`src/rtl/core/tpag_pkg.sv`:
```
// Shared definitions for the tensor permute address generator.
// Register indexes, field packing constants and parameter defaults.
// No dependencies.
package tpag_pkg;

  // Defaults for the top-level parameters
  localparam int unsigned MAX_DIMS_DEF   = 6;
  localparam int unsigned INDEX_BITS_DEF = 21;

  // Packed register layout: three 21-bit fields per 63-bit register
  localparam int unsigned FIELD_BITS      = 21;
  localparam int unsigned FIELDS_PER_REG  = 3;
  localparam int unsigned CFG_DATA_BITS   = 63;
  localparam int unsigned CFG_INDEX_BITS  = 3;
  localparam int unsigned DIM_CNT_BITS    = 3;
  localparam int unsigned DATA_BITS       = 32;
  localparam int unsigned INT8_BITS       = 8;

  // Configuration register indexes
  typedef enum logic [CFG_INDEX_BITS-1:0] {
    CFG_NUM_DIMS     = 3'd0,
    CFG_ELEMENT_TYPE = 3'd1,
    CFG_SHAPE_LOW    = 3'd2,
    CFG_SHAPE_HIGH   = 3'd3,
    CFG_STRIDE_LOW   = 3'd4,
    CFG_STRIDE_HIGH  = 3'd5
  } cfg_reg_e;

  // Element formats
  typedef enum logic {
    ELEM_INT8 = 1'b0,
    ELEM_FP32 = 1'b1
  } elem_type_e;

  // Pick the 21-bit field of dimension k out of a low/high register pair
  function automatic logic [FIELD_BITS-1:0] field_of(
    input logic [CFG_DATA_BITS-1:0] lo,
    input logic [CFG_DATA_BITS-1:0] hi,
    input int unsigned              k
  );
    logic [CFG_DATA_BITS-1:0] word;
    int unsigned              pos;
    word = (k < FIELDS_PER_REG) ? lo : hi;
    pos  = (k < FIELDS_PER_REG) ? k : k - FIELDS_PER_REG;
    return FIELD_BITS'(word >> (pos * FIELD_BITS));
  endfunction

endpackage

```
`src/rtl/core/tensor_permute_address_gen.sv`:
```
// Top level of the tensor permute address generator.
// Uses tpag_pkg for register codes, field layout and defaults.
//
// Registers each input element, taken in row-major order, with its
// destination index in the permuted output tensor for the next cycle. A
// mixed-radix digit counter per dimension (last dimension fastest, dim 0
// never wrapping) walks the input, and a per-dimension product register
// holds digit times output stride, so the index is a sum of up to MAX_DIMS
// registered terms and each step is an add or a clear per dimension.
// Sustained rate is one element per cycle while the consumer takes each
// result and no reload is pending. A write to either stride register
// reloads the product registers from the digit counters through one
// multiplier per dimension; input is held off in the cycle after the write.
// A new beat is taken when the output register is empty or drains; a beat
// with last_in set clears all counters for the next tensor.
module tensor_permute_address_gen #(
  parameter int unsigned MAX_DIMS   = tpag_pkg::MAX_DIMS_DEF,
  parameter int unsigned INDEX_BITS = tpag_pkg::INDEX_BITS_DEF
) (
  input  logic                                 clk_i,
  input  logic                                 rst_ni,
  // configuration write port
  input  logic                                 cfg_we_i,
  input  logic [tpag_pkg::CFG_INDEX_BITS-1:0]  cfg_index_i,
  input  logic [tpag_pkg::CFG_DATA_BITS-1:0]   cfg_data_i,
  // element input
  input  logic                                 in_valid_i,
  output logic                                 in_ready_o,
  input  logic [tpag_pkg::DATA_BITS-1:0]       element_data_i,
  input  logic                                 last_in_i,
  // indexed element output
  output logic                                 out_valid_o,
  input  logic                                 out_ready_i,
  output logic [INDEX_BITS-1:0]                out_index_o,
  output logic [tpag_pkg::DATA_BITS-1:0]       out_data_o,
  output logic                                 last_out_o
);

  localparam int unsigned FB = tpag_pkg::FIELD_BITS;
  localparam int unsigned DB = tpag_pkg::DIM_CNT_BITS;

  // Configuration registers
  logic [DB-1:0]                      num_dims_q;
  logic                               element_type_q;
  logic [tpag_pkg::CFG_DATA_BITS-1:0] shape_low_q, shape_high_q;
  logic [tpag_pkg::CFG_DATA_BITS-1:0] stride_low_q, stride_high_q;
  logic                               reload_q, reload_d;

  always_ff @(posedge clk_i or negedge rst_ni) begin
    if (!rst_ni) begin
      num_dims_q     <= DB'(1);
      element_type_q <= 1'b0;
      shape_low_q    <= '0;
      shape_high_q   <= '0;
      stride_low_q   <= '0;
      stride_high_q  <= '0;
    end else if (cfg_we_i) begin
      unique case (cfg_index_i)
        tpag_pkg::CFG_NUM_DIMS:     num_dims_q     <= cfg_data_i[DB-1:0];
        tpag_pkg::CFG_ELEMENT_TYPE: element_type_q <= cfg_data_i[0];
        tpag_pkg::CFG_SHAPE_LOW:    shape_low_q    <= cfg_data_i;
        tpag_pkg::CFG_SHAPE_HIGH:   shape_high_q   <= cfg_data_i;
        tpag_pkg::CFG_STRIDE_LOW:   stride_low_q   <= cfg_data_i;
        tpag_pkg::CFG_STRIDE_HIGH:  stride_high_q  <= cfg_data_i;
        default: ;
      endcase
    end
  end

  // New strides: reload the product registers in the following cycle
  always_comb begin
    reload_d = 1'b0;
    if (cfg_we_i) begin
      unique case (cfg_index_i) inside
        tpag_pkg::CFG_STRIDE_LOW, tpag_pkg::CFG_STRIDE_HIGH: reload_d = 1'b1;
        default: reload_d = 1'b0;
      endcase
    end
  end

  always_ff @(posedge clk_i or negedge rst_ni) begin
    if (!rst_ni) begin
      reload_q <= 1'b0;
    end else begin
      reload_q <= reload_d;
    end
  end

  // Dimensions in use: zero counts as one, saturate at MAX_DIMS
  logic [DB-1:0] dims_n;
  always_comb begin
    if (num_dims_q == '0) begin
      dims_n = DB'(1);
    end else if (num_dims_q > DB'(MAX_DIMS)) begin
      dims_n = DB'(MAX_DIMS);
    end else begin
      dims_n = num_dims_q;
    end
  end

  // Handshake: output register drains or is empty, and no reload pending
  logic in_fire;
  assign in_ready_o = !reload_q && (!out_valid_o || out_ready_i);
  assign in_fire    = in_valid_i && in_ready_o;

  // Per-dimension fields, digits and products
  logic [FB-1:0]         size_eff [MAX_DIMS];
  logic [INDEX_BITS-1:0] stride_k [MAX_DIMS];
  logic                  wrap_k   [MAX_DIMS];
  logic [FB-1:0]         digit_q  [MAX_DIMS];
  logic [FB-1:0]         digit_d  [MAX_DIMS];
  logic [INDEX_BITS-1:0] prod_q   [MAX_DIMS];
  logic [INDEX_BITS-1:0] prod_d   [MAX_DIMS];
  logic [INDEX_BITS-1:0] reload_prod [MAX_DIMS];

  for (genvar k = 0; k < MAX_DIMS; k++) begin : g_dim
    logic [FB-1:0]           size_raw;
    logic [FB-1:0]           stride_raw;
    logic [FB:0]             digit_inc;
    logic [2*INDEX_BITS-1:0] mult;

    assign size_raw   = tpag_pkg::field_of(shape_low_q, shape_high_q, k);
    assign stride_raw = tpag_pkg::field_of(stride_low_q, stride_high_q, k);
    assign size_eff[k] = (size_raw == '0) ? FB'(1) : size_raw;
    assign stride_k[k] = stride_raw[INDEX_BITS-1:0];

    // Digit reaches its size on increment
    assign digit_inc = {1'b0, digit_q[k]} + (FB+1)'(1);
    assign wrap_k[k] = digit_inc >= {1'b0, size_eff[k]};

    // Full product for reload, keep the index-width low part
    assign mult = {{INDEX_BITS{1'b0}}, digit_q[k][INDEX_BITS-1:0]}
                * {{INDEX_BITS{1'b0}}, stride_k[k]};
    assign reload_prod[k] = mult[INDEX_BITS-1:0];
  end

  // Counter advance: carry ripples from the fastest dimension in use
  always_comb begin
    logic carry;
    carry = 1'b1;
    for (int k = 0; k < MAX_DIMS; k++) begin
      digit_d[k] = digit_q[k];
      prod_d[k]  = prod_q[k];
    end
    if (reload_q) begin
      for (int k = 0; k < MAX_DIMS; k++) begin
        prod_d[k] = reload_prod[k];
      end
    end else if (in_fire) begin
      if (last_in_i) begin
        for (int k = 0; k < MAX_DIMS; k++) begin
          digit_d[k] = '0;
          prod_d[k]  = '0;
        end
      end else begin
        for (int k = MAX_DIMS - 1; k >= 1; k--) begin
          if (DB'(k) < dims_n && carry) begin
            if (wrap_k[k]) begin
              digit_d[k] = '0;
              prod_d[k]  = '0;
            end else begin
              digit_d[k] = digit_q[k] + FB'(1);
              prod_d[k]  = prod_q[k] + stride_k[k];
              carry      = 1'b0;
            end
          end
        end
        // dim 0 never wraps on size
        if (carry) begin
          digit_d[0] = digit_q[0] + FB'(1);
          prod_d[0]  = prod_q[0] + stride_k[0];
        end
      end
    end
  end

  always_ff @(posedge clk_i or negedge rst_ni) begin
    if (!rst_ni) begin
      for (int k = 0; k < MAX_DIMS; k++) begin
        digit_q[k] <= '0;
        prod_q[k]  <= '0;
      end
    end else begin
      for (int k = 0; k < MAX_DIMS; k++) begin
        digit_q[k] <= digit_d[k];
        prod_q[k]  <= prod_d[k];
      end
    end
  end

  // Destination index of the current beat
  logic [INDEX_BITS-1:0] index_sum;
  always_comb begin
    index_sum = '0;
    for (int k = 0; k < MAX_DIMS; k++) begin
      if (DB'(k) < dims_n) begin
        index_sum = index_sum + prod_q[k];
      end
    end
  end

  // Output register
  logic [tpag_pkg::DATA_BITS-1:0] data_masked;
  assign data_masked = (element_type_q == tpag_pkg::ELEM_FP32) ? element_data_i
    : {{(tpag_pkg::DATA_BITS - tpag_pkg::INT8_BITS){1'b0}},
       element_data_i[tpag_pkg::INT8_BITS-1:0]};

  always_ff @(posedge clk_i or negedge rst_ni) begin
    if (!rst_ni) begin
      out_valid_o <= 1'b0;
    end else if (in_fire) begin
      out_valid_o <= 1'b1;
    end else if (out_ready_i) begin
      out_valid_o <= 1'b0;
    end
  end

  always_ff @(posedge clk_i) begin
    if (in_fire) begin
      out_index_o <= index_sum;
      out_data_o  <= data_masked;
      last_out_o  <= last_in_i;
    end
  end

endmodule

```
`config.mk`:
```
export PLATFORM = sky130hd
export DESIGN_NAME = tensor_permute_address_gen
export DESIGN_NICKNAME = d
export VERILOG_FILES = /design/src/rtl/core/tpag_pkg.sv /design/src/rtl/core/tensor_permute_address_gen.sv
export SDC_FILE = /design/constraint.sdc
export NUM_CORES = 2
export LEC_CHECK = 0
export BUFFER_PORTS_ARGS = -buffer_cell sky130_fd_sc_hd__buf_2
export CAP_MARGIN = 20
export CORE_MARGIN = 1.5
export CORE_UTILIZATION = 35
export DETAILED_ROUTE_END_ITERATION = 8
export HOLD_SLACK_MARGIN = 0.12
export PLACE_DENSITY_LB_ADDON = 0.08
export SYNTH_ARGS = -nofsm -noshare
export SYNTH_HDL_FRONTEND = slang
export SYNTH_SLANG_ARGS = --single-unit
```
`constraint.sdc`:
```
create_clock -name clk_i -period 21.6 [get_ports clk_i]
set_input_delay 6.48 -clock clk_i [delete_from_list [all_inputs] [get_ports clk_i]]
set_output_delay 6.48 -clock clk_i [all_outputs]
set_load 0.005 [all_outputs]
```
---- After elaboration in Yosys (flattened, before gate mapping) ----
Cells that the tools add are included.
word-level totals
  register bits after elaboration ......... 564
  latch bits .............................. 0
  bits in writable memories ............... 0
  memory bits (read-only) ................. 0
  input port bits ......................... 104
  output and inout port bits .............. 56
  word-level logic and storage cells ...... 187
  memories ................................ 0
cells by class
  add/subtract/negate cells ............... 22
  multiply operators ...................... 6
  div/mod/pow operators ................... 0
  $lt $le $gt $ge ......................... 12
  equality and inequality tests ........... 5
  shift-type cells ........................ 0
  multiplexer cells ....................... 68
  bitwise operators ....................... 1
  reduce and logical (&&, ||, !) cells .... 49
operators by type and width
  kind                   number
  $mux 21                33
  $mux 126               4
  $add 21x21->21         11
  $add 21x1->21 const B  6
  $mul 21x21->21         6
  $add 21x1->22 const B  5
  $ge 22x21->1           5
  $logic_not 21->1       5
  $mux 1                 29
  $reduce_and 2->1       12
  $reduce_and 3->1       6
  $reduce_bool 3->1      6
  $reduce_bool 2->1      8
  $eq 3x2->1 const B     2
  $eq 3x3->1 const B     2
  $logic_and 1x1->1      6
  $logic_not 3->1        2
  $lt 1x3->1 const A     2
  $lt 2x3->1 const A     2
  $lt 3x3->1 const A     2
  $mux 3                 2
  $eq 3x1->1 const B     1
  $gt 3x3->1 const B     1
  $logic_not 1->1        2
  3 further kinds        3

---- Logic depth before layout (Yosys ltp) ----
  word-level depth ........................ 32
  depth in mapped cells ................... 44
  depth with buffers taken out ............ 44

---- Worst setup path before layout ----
OpenSTA, ideal clock, no wires.
  kind .................................... in2out
  start point ............................. input port out_ready_i
  end point ............................... output port in_ready_o
  data arrival time ....................... 6.697 ns
  data required time ...................... 15.120 ns
  setup slack ............................. 8.423 ns
  cell stages on the path ................. 2
  path buffers ............................ 0
  path through ............................ inv_1 -> a21oi_1
on the way
  word-level cells in the longest chain between the ends .. 2
ends and longest elaborated chain
  item               RTL line                           source
  start, declared    tensor_permute_address_gen.sv:33   input logic out_ready_i,
  $logic_or 1x1->1   tensor_permute_address_gen.sv:103  assign in_ready_o = !reload_q && (!out_valid_o || out_ready_i);
  $logic_and 1x1->1  tensor_permute_address_gen.sv:103
  end, declared      tensor_permute_address_gen.sv:28   output logic in_ready_o,
No other way between the ends.

---- Worst setup path in the final report ----
Same ends and word-level chain as after synthesis.

==> impl_results.md <==
* Drt initial violations at 3357
* Total GRT Usage at 23.3%
* Max-capacitance violation count at 0
* Row count at 171
* Routed WL at 256 mm
* Crit-path cells: buf_2 > inv_1 > a21oi_1 > buf_2
* DRC Markers at 0
* WHS Path Cells at 1
* Number of routed nets with antenna violations at 0
* Delay-heaviest family, CP: buffers and inverters
* Final hold vios at 0
* Flops & latches, synth at 543
* Ys Warns at 0
* Core ar. at 217000 µm²
* CP bufs+invs at 3
* Clock skew at 0.0394 ns
* Post-Syn Nets at 10.4k
* Post-Syn Area at 76700 µm²
* Global placer's final weighted congestion at 0.859
* Routed wire per std cell at 22.4 µm
* Maximum fanout along the worst path at 2
* # IOs at 160
* Tmin final at 13.40 ns
* Hold Buf Count CTS at 0
* Fin. max-slew vios at 0
* Clk sinks at 543
* Max frequency at 74.6 MHz
* DP Wirelength at 195 mm
* Area growth from synthesis to layout at 8.48%
* Cts bufs inserted at 76
* Clock Root Buffer: clkbuf_16
* Worst setup margin at 8.20 ns
* Crit. End Element: output pin
* Via count at 59.3k
* Min-Delay Path Class: flip-flop to flip-flop
* Fin nets at 10.3k
* Clk slew on worst S/H paths at 0.05 ns
* Initial antenna violation count at 10
* Sequential fraction of the synthesis area at 18.1%
* CP Data Required Time at 15.12 ns
* Slew margin rel. at 24.9%
* Critical Path AT at 6.92 ns
* Status: complete, no violations
* Crit-path slowest cell: a21oi_1
* Largest area contributor in the netlist: fa_1
* Most frequent CP cell: buf_2
* Avg Inst Size Synth at 8.92 µm²
* CTS tree: done
* Pin count of the biggest net entering global routing at 142
* Pwr per Cell Area at 101 nW/µm²
* Post-CTS Setup Bufs at 0
* Tightest Pin Transition at 1.13 ns
* Post-synth EDFFs at 54
* Synth cell types at 84
* RSZ-0062 raised after global routing: no
* Die W at 471 µm
* Pleak at 41.1 nW
* Count of input and output buffers at 159
* CTS max path bufs at 3
* Die ar. at 222000 µm²
* First-pass GRT wire length at 394 mm
* Synthesized instance count at 8595
* WP depth at 4
* CP startpoint kind: input pin
* Cts repair resizes at 0
* Setup TNS at 0 ns
* Peak VDD IR at 0.110 mV
* Worst skew pair latency at 0.72 ns
* Via density at 5.18
* Final period util at 62.0%
* DR pass1 iterations at 5
* Crit path kind: input pin to output pin
* DIE HEIGHT at 471 µm
* Gr ovfl total at 0
* Top FF cell, synth: dfrtp_1
* Layout cell share with drive strength beyond 1 at 8.26%
* Yosys top cell area share at 24.6%
* Asr flop ratio synth at 90.1%
* Synth top area cells: fa_1 25%, dfrtp_1 16%, ha_1 12%
* Vias in the first global route at 61.9k
* FF-to-FF path depth at 40
* H-tree levels at 3
* CP max stage delay at 0.17 ns
* Setup-violating endpoint count in the final report at 0
* Worst slack, placed at 8.20 ns
* Initial Util at 35.3%
## per-layer routing
metal,global-route usage [%],vias to the layer above,share of wire [%]
li1,-,27600,-
met1,32.5,30200,47
met2,39.0,1222,47
met3,2.37,239,3.8
met4,4.99,0,2.1
met5,0,-,0
## registers in the layout, indices dropped and copies added (netlist names)
name	flops
digit_q	126
element_type_q	1
last_out_o	1
num_dims_q	3
out_data_o	32
out_index_o	21
out_valid_o	1
prod_q	126
reload_q	1
shape_high_q	63
shape_low_q	42
stride_high_q	63
stride_low_q	63
## logic make-up after synthesis
group	count (synthesis)	synth area share, %
buffers and inverters	1705	8.37
and+or+nand+nor	2616	16.1
xor gates and xnor gates	627	7.20
DFF	543	18.1
AOI/OAI and AO/OA	1173	9.94
adders and majority gates	1698	36.9
muxes	233	3.40
## where the power goes
| part | switching, mW | leakage (nW) | internal [mW] | total (mW) |
|---|---|---|---|---|
| Clock | 0.548 | 1.31 | 0.799 | 1.35 |
| Sequential | 0.508 | 6.69 | 1.29 | 1.79 |
| Combinational | 3.07 | 33.1 | 2.17 | 5.24 |
| Total | 4.13 | 41.1 | 4.26 | 8.39 |
## synth_stat cells (80+ instances only)
library cell / n
mux2_2: 220
nand2_1: 1227
dfrtp_1: 488
xor2_1: 225
a21oi_1: 321
xnor2_1: 400
clkbuf_1: 404
a211oi_1: 80
inv_1: 1262
o21ai_0: 256
nand3_1: 141
ha_1: 757
and2_1: 511
a21o_1: 120
nor3_1: 119
fa_1: 941
nor2_1: 302
## layout make-up
class,count,area (µm²)
Clock buffer,99,2170
Tap cell,2854,3570
Antenna cell,5,12.5
Inverter,1262,4740
Multi-Input combinational cell,6347,56500
Clock inverter,39,467
Timing Repair Buffer,297,1870
Fill cell,22200,134000
Sequential cell,543,13900
## worst paths after layout
check / slack, ns / to / startpoint
max in group asynchronous: 13.78 / stride_low_q[31]$_DFFE_PN0P_ / rst_ni
worst max register to register: 11.38 / out_index_o[20]$_DFFE_PP_ / prod_q[85]$_DFFE_PN0P_
worst min register to register: 0.51 / shape_high_q[0]$_DFFE_PN0P_ / shape_high_q[0]$_DFFE_PN0P_
worst max-delay path: 8.20 / in_ready_o / out_ready_i
worst min-delay path: 0.51 / shape_high_q[0]$_DFFE_PN0P_ / shape_high_q[0]$_DFFE_PN0P_
min in group asynchronous: 5.78 / prod_q[116]$_DFFE_PN0P_ / rst_ni
## stage by stage
step	power [mW]	hold slack [ns]	util [%]	cells	cell area, µm²
final	8.39	0.508	38.3	11400	83200
after detailed placement	7.00	0.497	37.0	11300	80500
after floorplan	5.34	0.471	-	8595	76700
after global routing	9.08	0.528	38.3	11400	83200
after CTS	8.41	0.510	38.2	11400	83100
after global placement	6.95	0.489	37.0	11300	80500
## cells in the final DEF (no fill, tap or decap), drive strengths merged, types with 14 or more instances in the layout
master	n
a2111oi	15
a211oi	80
a21o	120
a21oi	321
a221oi	30
a22o	47
a22oi	17
a31oi	27
and2	511
and3	67
and4	14
buf	297
clkbuf	99
clkinv	28
dfrtp	488
edfxtp	54
fa	941
ha	757
inv	1264
mux2	220
nand2	1227
nand2b	61
nand3	141
nand4	27
nor2	305
nor2b	18
nor3	120
nor4	41
o211ai	18
o21a	43
o21ai	267
o21bai	30
o31ai	23
or2	17
or3	35
xnor2	400
xor2	225
Power figures use the tool's default switching activity.
